--- src/hw/rtl/llr_ram.sv ---
// generic simple dual port ram, one write and one registered read port
module llr_ram #(
    parameter int WIDTH = 8,
    parameter int DEPTH = 256
) (
    input  logic                     clk,
    input  logic                     we,
    input  logic [$clog2(DEPTH)-1:0] waddr,
    input  logic [WIDTH-1:0]         wdata,
    input  logic                     re,
    input  logic [$clog2(DEPTH)-1:0] raddr,
    output logic [WIDTH-1:0]         rdata
);

    logic [WIDTH-1:0] mem [DEPTH];
    logic [WIDTH-1:0] rdata_reg;

    always_ff @(posedge clk)
    begin
        if (we)
        begin
            mem[waddr] <= wdata;
        end
        // read data holds while re is low
        if (re)
        begin
            rdata_reg <= mem[raddr];
        end
    end

    assign rdata = rdata_reg;

endmodule

--- config.mk ---
export PLATFORM = sky130hd
export DESIGN_NAME = llr_ram
export DESIGN_NICKNAME = d
export VERILOG_FILES = /design/src/hw/rtl/llr_ram.sv
export SDC_FILE = /design/constraint.sdc
export NUM_CORES = 2
export LEC_CHECK = 0
export ABC_CLOCK_PERIOD_IN_PS = 3300
export BUFFER_PORTS_ARGS = -buffer_cell sky130_fd_sc_hd__buf_2
export CORE_ASPECT_RATIO = 1.2
export CORE_MARGIN = 2
export CORE_UTILIZATION = 55
export CTS_CLUSTER_SIZE = 14
export DETAILED_ROUTE_END_ITERATION = 16
export PLACE_DENSITY = 0.71
export SYNTH_ARGS = -nofsm -noshare
export SYNTH_HDL_FRONTEND = slang
export SYNTH_SLANG_ARGS = --single-unit
--- constraint.sdc ---
create_clock -name clk -period 3.3 [get_ports clk]
set_input_delay 0.33 -clock clk [delete_from_list [all_inputs] [get_ports clk]]
set_output_delay 0.33 -clock clk [all_outputs]
set_load 0.1 [all_outputs]
==> flow_summary.yaml <==
run_status:
  status: "completed"
setup_path:
  arrival_ns: 3.37
  cp-startpoint: "raddr[1]"
  path_cells: "buf_8 > buf_12 > buf_12 > buf_4 > mux4_2 > a22oi_1 > a21oi_1 > nor4_1 > nor4_1"
  crit_type: "in -> reg"
  slowest_stage: "nor4_1"
  start_kind: "input pin"
  max_stage_delay_ns: 0.99
  cp.required_ns: 3.82
  crit_path_end_kind: "flip-flop"
  cp_max_fo: 45
  rr_startpoint: "mem[82][6]$_DFFE_PP_"
clock_tree:
  clockBufferDepth: 3
  cts.repair.resized: 0
  root_buffer: "clkbuf_16"
  cts_inserted_buffers: 186
  cts-htree-levels: 4
  cts.sinks: 2056
  clock_latency_ns: 0.82
  path_clk_slew_ns: 0.06
  tritoncts: "yes"
logic_synthesis:
  synth_commonest_cells: "edfxtp_1, mux4_2, nor2_1, mux2i_1, a22oi_1"
  syn_avg_cell_area_um2: 21.33
  synth_ff_type: "edfxtp_1"
  netlist_instances: 3733
  yosys_warnings: 0
  syn_nets: 3760
  yosysMostFrequentCell: "edfxtp_1"
  synth-edff-count: 2056
  synth_top_area_share_pct: 77.53
  synthArstFlopShare_pct: 0
  ys_ff_latch: 2056
  ys_types: 54
  synthTopCellsByArea: "edfxtp_1, mux4_2, mux2i_1"
  synth_area_mm2: 0.07964
  seq_area_frac_synth_pct: 77.53
  yosysTopAreaCell: "edfxtp_1"
die:
  die_area_mm2: 0.1479
  core-area_mm2: 0.1434
  die_h_um: 420.8
  num_io_pins: 35
  std_cell_rows: 152
  die_w_um: 351.4
  initial_core_util_pct: 55.54
grt:
  use_met3_pct: 5.210
  antenna_found_initial: 12
  grt_use_total_pct: 26.52
  grt_use_met2_pct: 43.28
  busiest_layer: "met2"
  grt_use_met1_pct: 35.80
  grt_max_degree: 127
  grt_pass1_wl_um: 279100
  overflow: 0
  grt_pass1_vias: 40230
drt:
  wirelength_um: 192000
  post_drt_wl_per_cell_um: 31.14
  vias_per_cell: 6.482
  ant_nets: 0
  first_pass_iters: 6
  num_vias: 39970
  drt_iter0_markers: 5256
  drc: 0
sta:
  maxClockFrequency_ghz: 0.3512
  period_needed_ns: 2.847
  post-route-period-util_pct: 86.27
  max_slew.worst_pin.slew_ns: 1.204
  fin_tns_setup_ns: 0
  rsz0062_at_grt: "false"
  slew_headroom_pct: 19.00
  setup_ws_ns: 0.4530
  finalHoldViolCount: 0
  slew_violations: 0
  fin_hold_ws_ns: 0.03396
  finalSetupViolCount: 0
  skew_ns: 0.02355
place:
  dp_cells: 5831
  dp_slack_ns: -0.4134
  gp_congestion: 0.8974
  io_buffers: 34
  hpwl_um: 121100
min_path:
  hold_start: "wdata[0]"
  hold_path_class: "in -> reg"
power_and_ir_drop:
  power.share.sequential_pct: 55.2
  combPwrFrac_pct: 5.4
  power.total_uw: 52250
  p_leak_uw: 0.02836
  power_density_mw_per_mm2: 579.5
  p_sw_uw: 10980
  ir_worst_vdd_mv: 0.3670
  clkPwrFrac_pct: 39.4
  p_int_uw: 41260
  power.switching_fraction_pct: 21.02
finish:
  fin_nets: 4125
  largest_reg_flops: 2048
  fillers: 9608
  drive_gt1_share_pct: 26.33
  syn_to_final_growth_pct: 13.21
  layout.cells.non_filler: 6167
run:
  maxCapViolations: 0
==> area by class of cell <==
| cell class | instances | area [um2] | share of cell area, % |
|---|---|---|---|
| clock buffer | 241 | 5010 | 5.557 |
| clock inverter | 88 | 705.7 | 0.7827 |
| sequential | 2056 | 61740 | 68.48 |
| antenna | 3 | 7.507 | 0.008327 |
| inverter | 2 | 7.507 | 0.008327 |
| multi-input combinational | 1442 | 16480 | 18.27 |
| timing repair buffer | 410 | 3802 | 4.218 |
| tap | 1925 | 2409 | 2.672 |
==> per-layer routing <==
| metal | wire, um | up-vias | share of wire, % |
|---|---|---|---|
| li1 | - | 16420 | - |
| met1 | 71610 | 21100 | 37 |
| met2 | 95640 | 2057 | 50 |
| met3 | 17410 | 389 | 9.1 |
| met4 | 7288 | 14 | 3.8 |
| met5 | 84 | - | 0.044 |
==> cells by family (layout without fill, tap and decap cells) <==
kind of cell / Yosys count / after routing / share of synthesized area, %
other: 0 / 3 / 0
and+or+nand+nor: 466 / 466 / 2.625
AOI/OAI and AO/OA: 385 / 385 / 3.416
muxes: 591 / 591 / 14.60
buffers and inverters: 235 / 741 / 1.829
DFF: 2056 / 2056 / 77.53
==> path summary, 6_finish.rpt <==
check | to | slack (ns) | cells after the start
max | rdata[1]$_DFFE_PP_ | 0.45 | 9
min | mem[77][0]$_DFFE_PP_ | 0.03 | 1
max reg2reg | rdata[6]$_DFFE_PP_ | 0.47 | 6
min reg2reg | rdata[5]$_DFFE_PP_ | 1.25 | 7
==> cell usage in the layout, fill, tap and decap left out, types with 48 or more instances in the layout <==
cell type,count
edfxtp_1,2056
clkbuf_16,193
mux4_2,454
a22oi_1,133
mux2i_1,134
buf_4,317
buf_12,56
clkbuf_1,48
a21oi_1,96
nor2_1,279
==> power by group through the flow <==
stage          combinational [uW]  clock [uW]  sequential, uW
6_report                     2840       20600           28800
3_5_place_dp                 2830           0           29400
3_3_place_gp                 2790           0           29400
5_1_grt                      2970       21700           28800
4_1_cts                      2840       20800           28800
2_1_floorplan                1400           0           29500
==> critical path, delay by kind of cell <==
| kind | cells | cell delay, ns |
|---|---|---|
| and+or+nand+nor | 2 | 1.11 |
| muxes | 1 | 0.31 |
| AOI/OAI and AO/OA | 2 | 0.38 |
| buffers and inverters | 4 | 1.13 |
==> stage by stage <==
stage	util, %	instance area (um2)
3_3_place_gp	58.85	84390
2_1_floorplan	-	79640
6_report	62.87	90160
5_1_grt	62.87	90150
4_1_cts	62.87	90150
3_5_place_dp	58.85	84390
==> timing repair <==
action                                 4_1_cts  5_1_grt
hold buffers                                 4        0
buffers inserted                             0        0
endpoints found under the hold margin       79        0
Power figures use the tool's default switching activity.
