File: src/hw/rtl/llr_pkg.sv
// shared constants, codes and types of the linked list ranker
package llr_pkg;

    localparam int NODES = 1024;
    localparam int IDX_W = $clog2(NODES);
    localparam int VAL_W = IDX_W + 1;
    localparam int REQ_W = 2;

    // rank value of a node not on the list, and the last table index
    localparam logic [VAL_W-1:0] UNRANKED = VAL_W'(NODES);
    localparam logic [IDX_W-1:0] LAST_IDX = IDX_W'(NODES - 1);

    // request codes
    localparam logic [REQ_W-1:0] REQ_WRITE = 2'd0;
    localparam logic [REQ_W-1:0] REQ_RUN   = 2'd1;
    localparam logic [REQ_W-1:0] REQ_READ  = 2'd2;

    // answer codes
    localparam logic ANS_RUN  = 1'b0;
    localparam logic ANS_READ = 1'b1;

    // one port of a table memory
    typedef struct packed {
        logic             we;
        logic [IDX_W-1:0] waddr;
        logic [VAL_W-1:0] wdata;
        logic             re;
        logic [IDX_W-1:0] raddr;
    } ram_port_t;

    // one answer transaction
    typedef struct packed {
        logic             answer_kind;
        logic [VAL_W-1:0] rank_value;
        logic [VAL_W-1:0] nodes_ranked;
        logic             cycle_error;
    } answer_t;

endpackage

File: src/hw/rtl/llr_req_if.sv
// request channel: valid/ready handshake with request payload
interface llr_req_if;
    logic                      valid;
    logic                      ready;
    logic [llr_pkg::REQ_W-1:0] req_type;
    logic [llr_pkg::IDX_W-1:0] node_index;
    logic [llr_pkg::VAL_W-1:0] next_index;
    logic [llr_pkg::IDX_W-1:0] list_head;
    logic [llr_pkg::VAL_W-1:0] list_length;

    modport source (
        output valid, req_type, node_index, next_index, list_head, list_length,
        input  ready
    );
    modport sink (
        input  valid, req_type, node_index, next_index, list_head, list_length,
        output ready
    );
endinterface

File: src/hw/rtl/llr_ctrl.sv
// sequencer: request decode, rank clear sweep, list walk and answer build
module llr_ctrl (
    input  logic                      clk,
    input  logic                      rst_n,
    llr_req_if.sink                   req,
    output llr_pkg::ram_port_t        succ_port,
    input  logic [llr_pkg::VAL_W-1:0] succ_rdata,
    output llr_pkg::ram_port_t        rank_port,
    input  logic [llr_pkg::VAL_W-1:0] rank_rdata,
    output logic                      ans_valid,
    output llr_pkg::answer_t          ans,
    input  logic                      ans_ready
);

    typedef enum logic [2:0] {
        S_IDLE,
        S_CLEAR,
        S_WALK,
        S_FETCH,
        S_READ,
        S_DONE
    } state_t;

    state_t                    state_reg, state_next;
    logic [llr_pkg::VAL_W-1:0] pos_reg, pos_next;
    logic [llr_pkg::VAL_W-1:0] count_reg, count_next;
    logic [llr_pkg::VAL_W-1:0] limit_reg, limit_next;
    logic [llr_pkg::IDX_W-1:0] clr_reg, clr_next;
    logic                      cycle_reg, cycle_next;
    logic                      accept;

    assign req.ready = (state_reg == S_IDLE);
    assign accept    = req.valid && req.ready;

    always_comb
    begin
        state_next = state_reg;
        pos_next   = pos_reg;
        count_next = count_reg;
        limit_next = limit_reg;
        clr_next   = clr_reg;
        cycle_next = cycle_reg;

        succ_port       = '0;
        succ_port.waddr = req.node_index;
        succ_port.wdata = req.next_index;
        succ_port.raddr = pos_reg[llr_pkg::IDX_W-1:0];

        rank_port       = '0;
        rank_port.waddr = clr_reg;
        rank_port.wdata = llr_pkg::UNRANKED;
        rank_port.raddr = req.node_index;

        ans_valid        = 1'b0;
        ans              = '0;
        ans.answer_kind  = llr_pkg::ANS_RUN;
        ans.nodes_ranked = count_reg;
        ans.cycle_error  = cycle_reg;

        case (state_reg)
            S_IDLE:
            begin
                if (accept)
                begin
                    case (req.req_type)
                        llr_pkg::REQ_WRITE:
                        begin
                            succ_port.we = 1'b1;
                        end
                        llr_pkg::REQ_RUN:
                        begin
                            limit_next = (req.list_length > llr_pkg::UNRANKED) ?
                                         llr_pkg::UNRANKED : req.list_length;
                            pos_next   = llr_pkg::VAL_W'(req.list_head);
                            count_next = '0;
                            clr_next   = '0;
                            cycle_next = 1'b0;
                            state_next = S_CLEAR;
                        end
                        llr_pkg::REQ_READ:
                        begin
                            rank_port.re = 1'b1;
                            state_next   = S_READ;
                        end
                        default:
                        begin
                            state_next = S_IDLE;
                        end
                    endcase
                end
            end
            S_CLEAR:
            begin
                rank_port.we = 1'b1;
                clr_next     = clr_reg + 1'b1;
                if (clr_reg == llr_pkg::LAST_IDX)
                begin
                    state_next = S_WALK;
                end
            end
            S_WALK:
            begin
                // top bit set means the successor ran off the table
                if (pos_reg[llr_pkg::IDX_W])
                begin
                    state_next = S_DONE;
                end
                else if (count_reg >= limit_reg)
                begin
                    cycle_next = 1'b1;
                    state_next = S_DONE;
                end
                else
                begin
                    rank_port.we    = 1'b1;
                    rank_port.waddr = pos_reg[llr_pkg::IDX_W-1:0];
                    rank_port.wdata = count_reg;
                    succ_port.re    = 1'b1;
                    count_next      = count_reg + 1'b1;
                    state_next      = S_FETCH;
                end
            end
            S_FETCH:
            begin
                pos_next   = succ_rdata;
                state_next = S_WALK;
            end
            S_READ:
            begin
                ans_valid        = 1'b1;
                ans.answer_kind  = llr_pkg::ANS_READ;
                ans.rank_value   = rank_rdata;
                ans.nodes_ranked = '0;
                ans.cycle_error  = 1'b0;
                if (ans_ready)
                begin
                    state_next = S_IDLE;
                end
            end
            S_DONE:
            begin
                ans_valid = 1'b1;
                if (ans_ready)
                begin
                    state_next = S_IDLE;
                end
            end
            default:
            begin
                state_next = S_IDLE;
            end
        endcase
    end

    always_ff @(posedge clk or negedge rst_n)
    begin
        if (!rst_n)
        begin
            state_reg <= S_IDLE;
            pos_reg   <= '0;
            count_reg <= '0;
            limit_reg <= '0;
            clr_reg   <= '0;
            cycle_reg <= 1'b0;
        end
        else
        begin
            state_reg <= state_next;
            pos_reg   <= pos_next;
            count_reg <= count_next;
            limit_reg <= limit_next;
            clr_reg   <= clr_next;
            cycle_reg <= cycle_next;
        end
    end

endmodule
File: src/flat_wrapper.sv
// flat-port wrapper written by rule: the top's interface ports become plain ports
module llr_ctrl_flat 
  (clk, rst_n, succ_port, succ_rdata, rank_port, rank_rdata, ans_valid, ans, ans_ready, req_valid, req_req_type, req_node_index, req_next_index, req_list_head, req_list_length, req_ready);
  llr_req_if req_i ();
  input  logic clk;
  input  logic rst_n;
  output llr_pkg::ram_port_t succ_port;
  input  logic [llr_pkg::VAL_W-1:0] succ_rdata;
  output llr_pkg::ram_port_t rank_port;
  input  logic [llr_pkg::VAL_W-1:0] rank_rdata;
  output logic ans_valid;
  output llr_pkg::answer_t ans;
  input  logic ans_ready;
  input wire logic [$bits(req_i.valid)-1:0] req_valid;
  input wire logic [$bits(req_i.req_type)-1:0] req_req_type;
  input wire logic [$bits(req_i.node_index)-1:0] req_node_index;
  input wire logic [$bits(req_i.next_index)-1:0] req_next_index;
  input wire logic [$bits(req_i.list_head)-1:0] req_list_head;
  input wire logic [$bits(req_i.list_length)-1:0] req_list_length;
  output wire logic [$bits(req_i.ready)-1:0] req_ready;
  assign req_i.valid = req_valid;
  assign req_i.req_type = req_req_type;
  assign req_i.node_index = req_node_index;
  assign req_i.next_index = req_next_index;
  assign req_i.list_head = req_list_head;
  assign req_i.list_length = req_list_length;
  assign req_ready = req_i.ready;
  llr_ctrl u_core (.clk(clk), .rst_n(rst_n), .req(req_i), .succ_port(succ_port), .succ_rdata(succ_rdata), .rank_port(rank_port), .rank_rdata(rank_rdata), .ans_valid(ans_valid), .ans(ans), .ans_ready(ans_ready));
endmodule
File: config.mk
export PLATFORM = sky130hd
export DESIGN_NAME = llr_ctrl_flat
export DESIGN_NICKNAME = d
export VERILOG_FILES = /design/src/hw/rtl/llr_pkg.sv /design/src/hw/rtl/llr_req_if.sv /design/src/hw/rtl/llr_ctrl.sv /design/src/flat_wrapper.sv
export SDC_FILE = /design/constraint.sdc
export NUM_CORES = 1
export LEC_CHECK = 0
export BUFFER_PORTS_ARGS = -buffer_cell sky130_fd_sc_hd__buf_4
export CORE_ASPECT_RATIO = 1.5
export CORE_MARGIN = 10
export CORE_UTILIZATION = 35
export DETAILED_ROUTE_END_ITERATION = 10
export GPL_ROUTABILITY_DRIVEN = 0
export GPL_TIMING_DRIVEN = 1
export SLEW_MARGIN = 15
export SYNTH_ARGS = -nofsm -noshare
export SYNTH_HDL_FRONTEND = slang
export SYNTH_SLANG_ARGS = --single-unit
File: constraint.sdc
create_clock -name clk -period 4.2 [get_ports clk]
set_clock_uncertainty 0.1 [all_clocks]
set_input_delay 0.42 -clock clk [delete_from_list [all_inputs] [get_ports clk]]
set_output_delay 0.42 -clock clk [all_outputs]
set_load 0.05 [all_outputs]
==> impl_metrics.json <==
{
  "cts_resized": 0,
  "fmaxAchievable_mhz": 301,
  "die-area_um2": 13700,
  "grt_max_degree": 48,
  "power.density_nw_per_um2": 797,
  "tightest_slew_ns": 0.848,
  "ys.warnings.count": 0,
  "crit_family": "compound AO/OA/AOI/OAI gates",
  "clk_pin_slew_ns": 0.06,
  "ys_seq_elements": 47,
  "post_cts_buffers": 0,
  "yosysSeqAreaShare": 0.359,
  "cts_tree": "done",
  "grt_pass1_vias": 2851,
  "drv_cap": 0,
  "numClockSinks": 47,
  "hold_buffers": 0,
  "p_leak_uw": 0.00203,
  "worstPathMaxFanout": 14,
  "pwr-share-comb": 0.629,
  "routed_wl_mm": 9.33,
  "drive_above_1_share": 0.311,
  "end_kind": "output pin",
  "hpwlAfterDp_mm": 7.13,
  "drv_slew": 0,
  "outcome": "finished clean",
  "start_util": 0.356,
  "overflow": 0,
  "cp_slowest_cell": "dfrtp_1",
  "drcViolationCount": 0,
  "synthCells": 379,
  "io_pins": 162,
  "ys_async_sr_fraction": 1.00,
  "wl_per_cell_um": 16.9,
  "pre_cts_ws_ns": 1.19,
  "synthTopCellsByArea": "dfrtp_1 (36%), buf_4 (9.4%), nand2_1 (5.4%)",
  "area_growth_pct": 22.1,
  "rsz0062_at_grt": "false",
  "hold_violations": 0,
  "netlist.area_leader.share": 0.359,
  "critical_path_class": "reg2out",
  "ctsRootBufferMaster": "clkbuf_16",
  "synth_nets": 462,
  "drtIter0Drc": 114,
  "relSlewSlack": 0.433,
  "p_sw_uw": 1690,
  "core.rowCount": 43,
  "pwr-share-clk": 0.120,
  "ir_drop_mv": 0.472,
  "clock_path_buffers": 2,
  "routed_via_density": 5.08,
  "drt-pass1-iter-count": 4,
  "path_buf_inv": 2,
  "antenna_found_initial": 0,
  "antenna_cells": 0,
  "finalWorstSetupSlack_ns": 0.877,
  "route.vias.total": 2808,
  "grt_first_pass_wirelength_mm": 15.0,
  "postRouteAntennaNets": 0,
  "cts_max_level": 2,
  "setup_tns_ns": 0,
  "reg2reg_slack_ns": 1.82,
  "port_buffers": 109,
  "globalRouteTotalUtil": 0.133,
  "die_h_um": 138,
  "max_stage_delay_ns": 0.46,
  "p_seq_frac": 0.252,
  "synthFlopType": "dfrtp_1",
  "synth_edf_count": 0,
  "internal_power_uw": 1500,
  "syn_area_um2": 3270,
  "final_nets": 523,
  "clkLatencyLatePin_ns": 0.28,
  "ys_top_cells_by_count": "dfrtp_1 (47), nand2_1 (47), buf_4 (41)",
  "numCtsBuffers": 5,
  "synth_area_leader_cell": "dfrtp_1",
  "crit_chain": "ha_1 -> a211o_1 -> a21oi_2 -> o31a_4 -> o21a_4 -> nand2_4 -> inv_2 -> mux2_2 -> buf_4",
  "finalCriticalPeriod_ns": 3.32,
  "cp.arrival_ns": 2.80,
  "critPathRequiredTime_ns": 3.68,
  "coreArea_um2": 9200,
  "period_share": 0.791,
  "startpoint_type": "flip-flop",
  "sw_frac_of_total": 0.530,
  "hold_class": "in2async",
  "die_w_um": 99.0,
  "setup_violations": 0,
  "ys_types": 50,
  "syn_avg_cell_area_um2": 8.64
}
==> area by class of cell <==
cell class                 count  area (um2)
clock buffer                   7         133
clock inverter                 1        5.00
fill                         943        5200
inverter                      16        60.1
multi-input combinational    259        1650
sequential                    47        1180
tap                          112         140
timing repair buffer         111         833
==> stage by stage <==
stage                     hold WS, ns  cell area (um2)   util  cells  power [uW]
after floorplan                0.0244             3270      -    379        2440
after global placement          0.382             3860  0.420    545        2790
after detailed placement        0.381             3860  0.420    545        2830
after CTS                      0.0747             4000  0.435    553        3220
after global routing           0.0886             4000  0.435    553        3410
final                          0.0383             4000  0.435    553        3180
==> cells by family after synthesis <==
logic type / share of synthesized area
simple gates: 0.265
buf+inv: 0.137
compound gates: 0.119
flops: 0.359
fa+ha+maj: 0.0497
mux: 0.0489
xor+xnor: 0.0214
==> worst paths after layout <==
kind                       cells past startpoint                            start                               to
min in group clk                               3               req_list_length[4]  u_core.limit_reg[4]$_DFFE_PN0P_
setup reg to reg                               7  u_core.count_reg[5]$_DFFE_PN0P_  u_core.count_reg[0]$_DFFE_PN0P_
max in group asynchronous                      1                            rst_n    u_core.pos_reg[7]$_DFFE_PN0P_
setup / recovery                               9  u_core.count_reg[4]$_DFFE_PN0P_                    rank_port[31]
hold reg to reg                                2     u_core.cycle_reg$_DFFE_PN0P_     u_core.cycle_reg$_DFFE_PN0P_
hold / removal                                 1                            rst_n  u_core.count_reg[9]$_DFFE_PN0P_
==> layout by cell type, fill, tap and decap left out, types with 2 or more instances in the layout <==
cell type | synthesis | layout
or4_1 | 6 | 6
nand2_1 | 47 | 47
clkbuf_1 | 10 | 2
nor2b_1 | 12 | 12
o31ai_1 | 2 | 2
o211ai_1 | 8 | 8
and3_1 | 13 | 13
and2_1 | 11 | 11
nand4_1 | 6 | 6
mux2_2 | 4 | 4
a22oi_1 | 2 | 2
a31oi_1 | 10 | 10
nand3_1 | 18 | 18
ha_1 | 13 | 13
a211o_1 | 2 | 2
nand2b_1 | 4 | 4
nor4_1 | 3 | 3
inv_1 | 15 | 15
o21ai_0 | 17 | 17
clkbuf_16 | 0 | 5
nor2_1 | 30 | 30
nor3_1 | 3 | 3
buf_4 | 41 | 111
and3b_1 | 2 | 2
nand3b_1 | 7 | 7
mux2_4 | 7 | 7
xor2_1 | 7 | 7
dfrtp_1 | 47 | 47
a21oi_1 | 6 | 6
==> power groups by stage <==
stage / combinational [uW] / sequential, uW / clock, uW
5_1_grt: 2170 / 832 / 417
6_report: 2000 / 801 / 381
2_1_floorplan: 1700 / 743 / 0
4_1_cts: 2030 / 802 / 393
3_3_place_gp: 1990 / 802 / 0
3_5_place_dp: 2020 / 811 / 0
==> per-layer routing <==
layer / vias to the layer above / track usage / part of all wire
li1: 1391 / - / -
met1: 1338 / 0.144 / 0.38
met2: 56 / 0.241 / 0.55
met3: 23 / 0.0229 / 0.047
met4: 0 / 0.0575 / 0.025
met5: - / 0 / 0
Power figures use the tool's default switching activity.
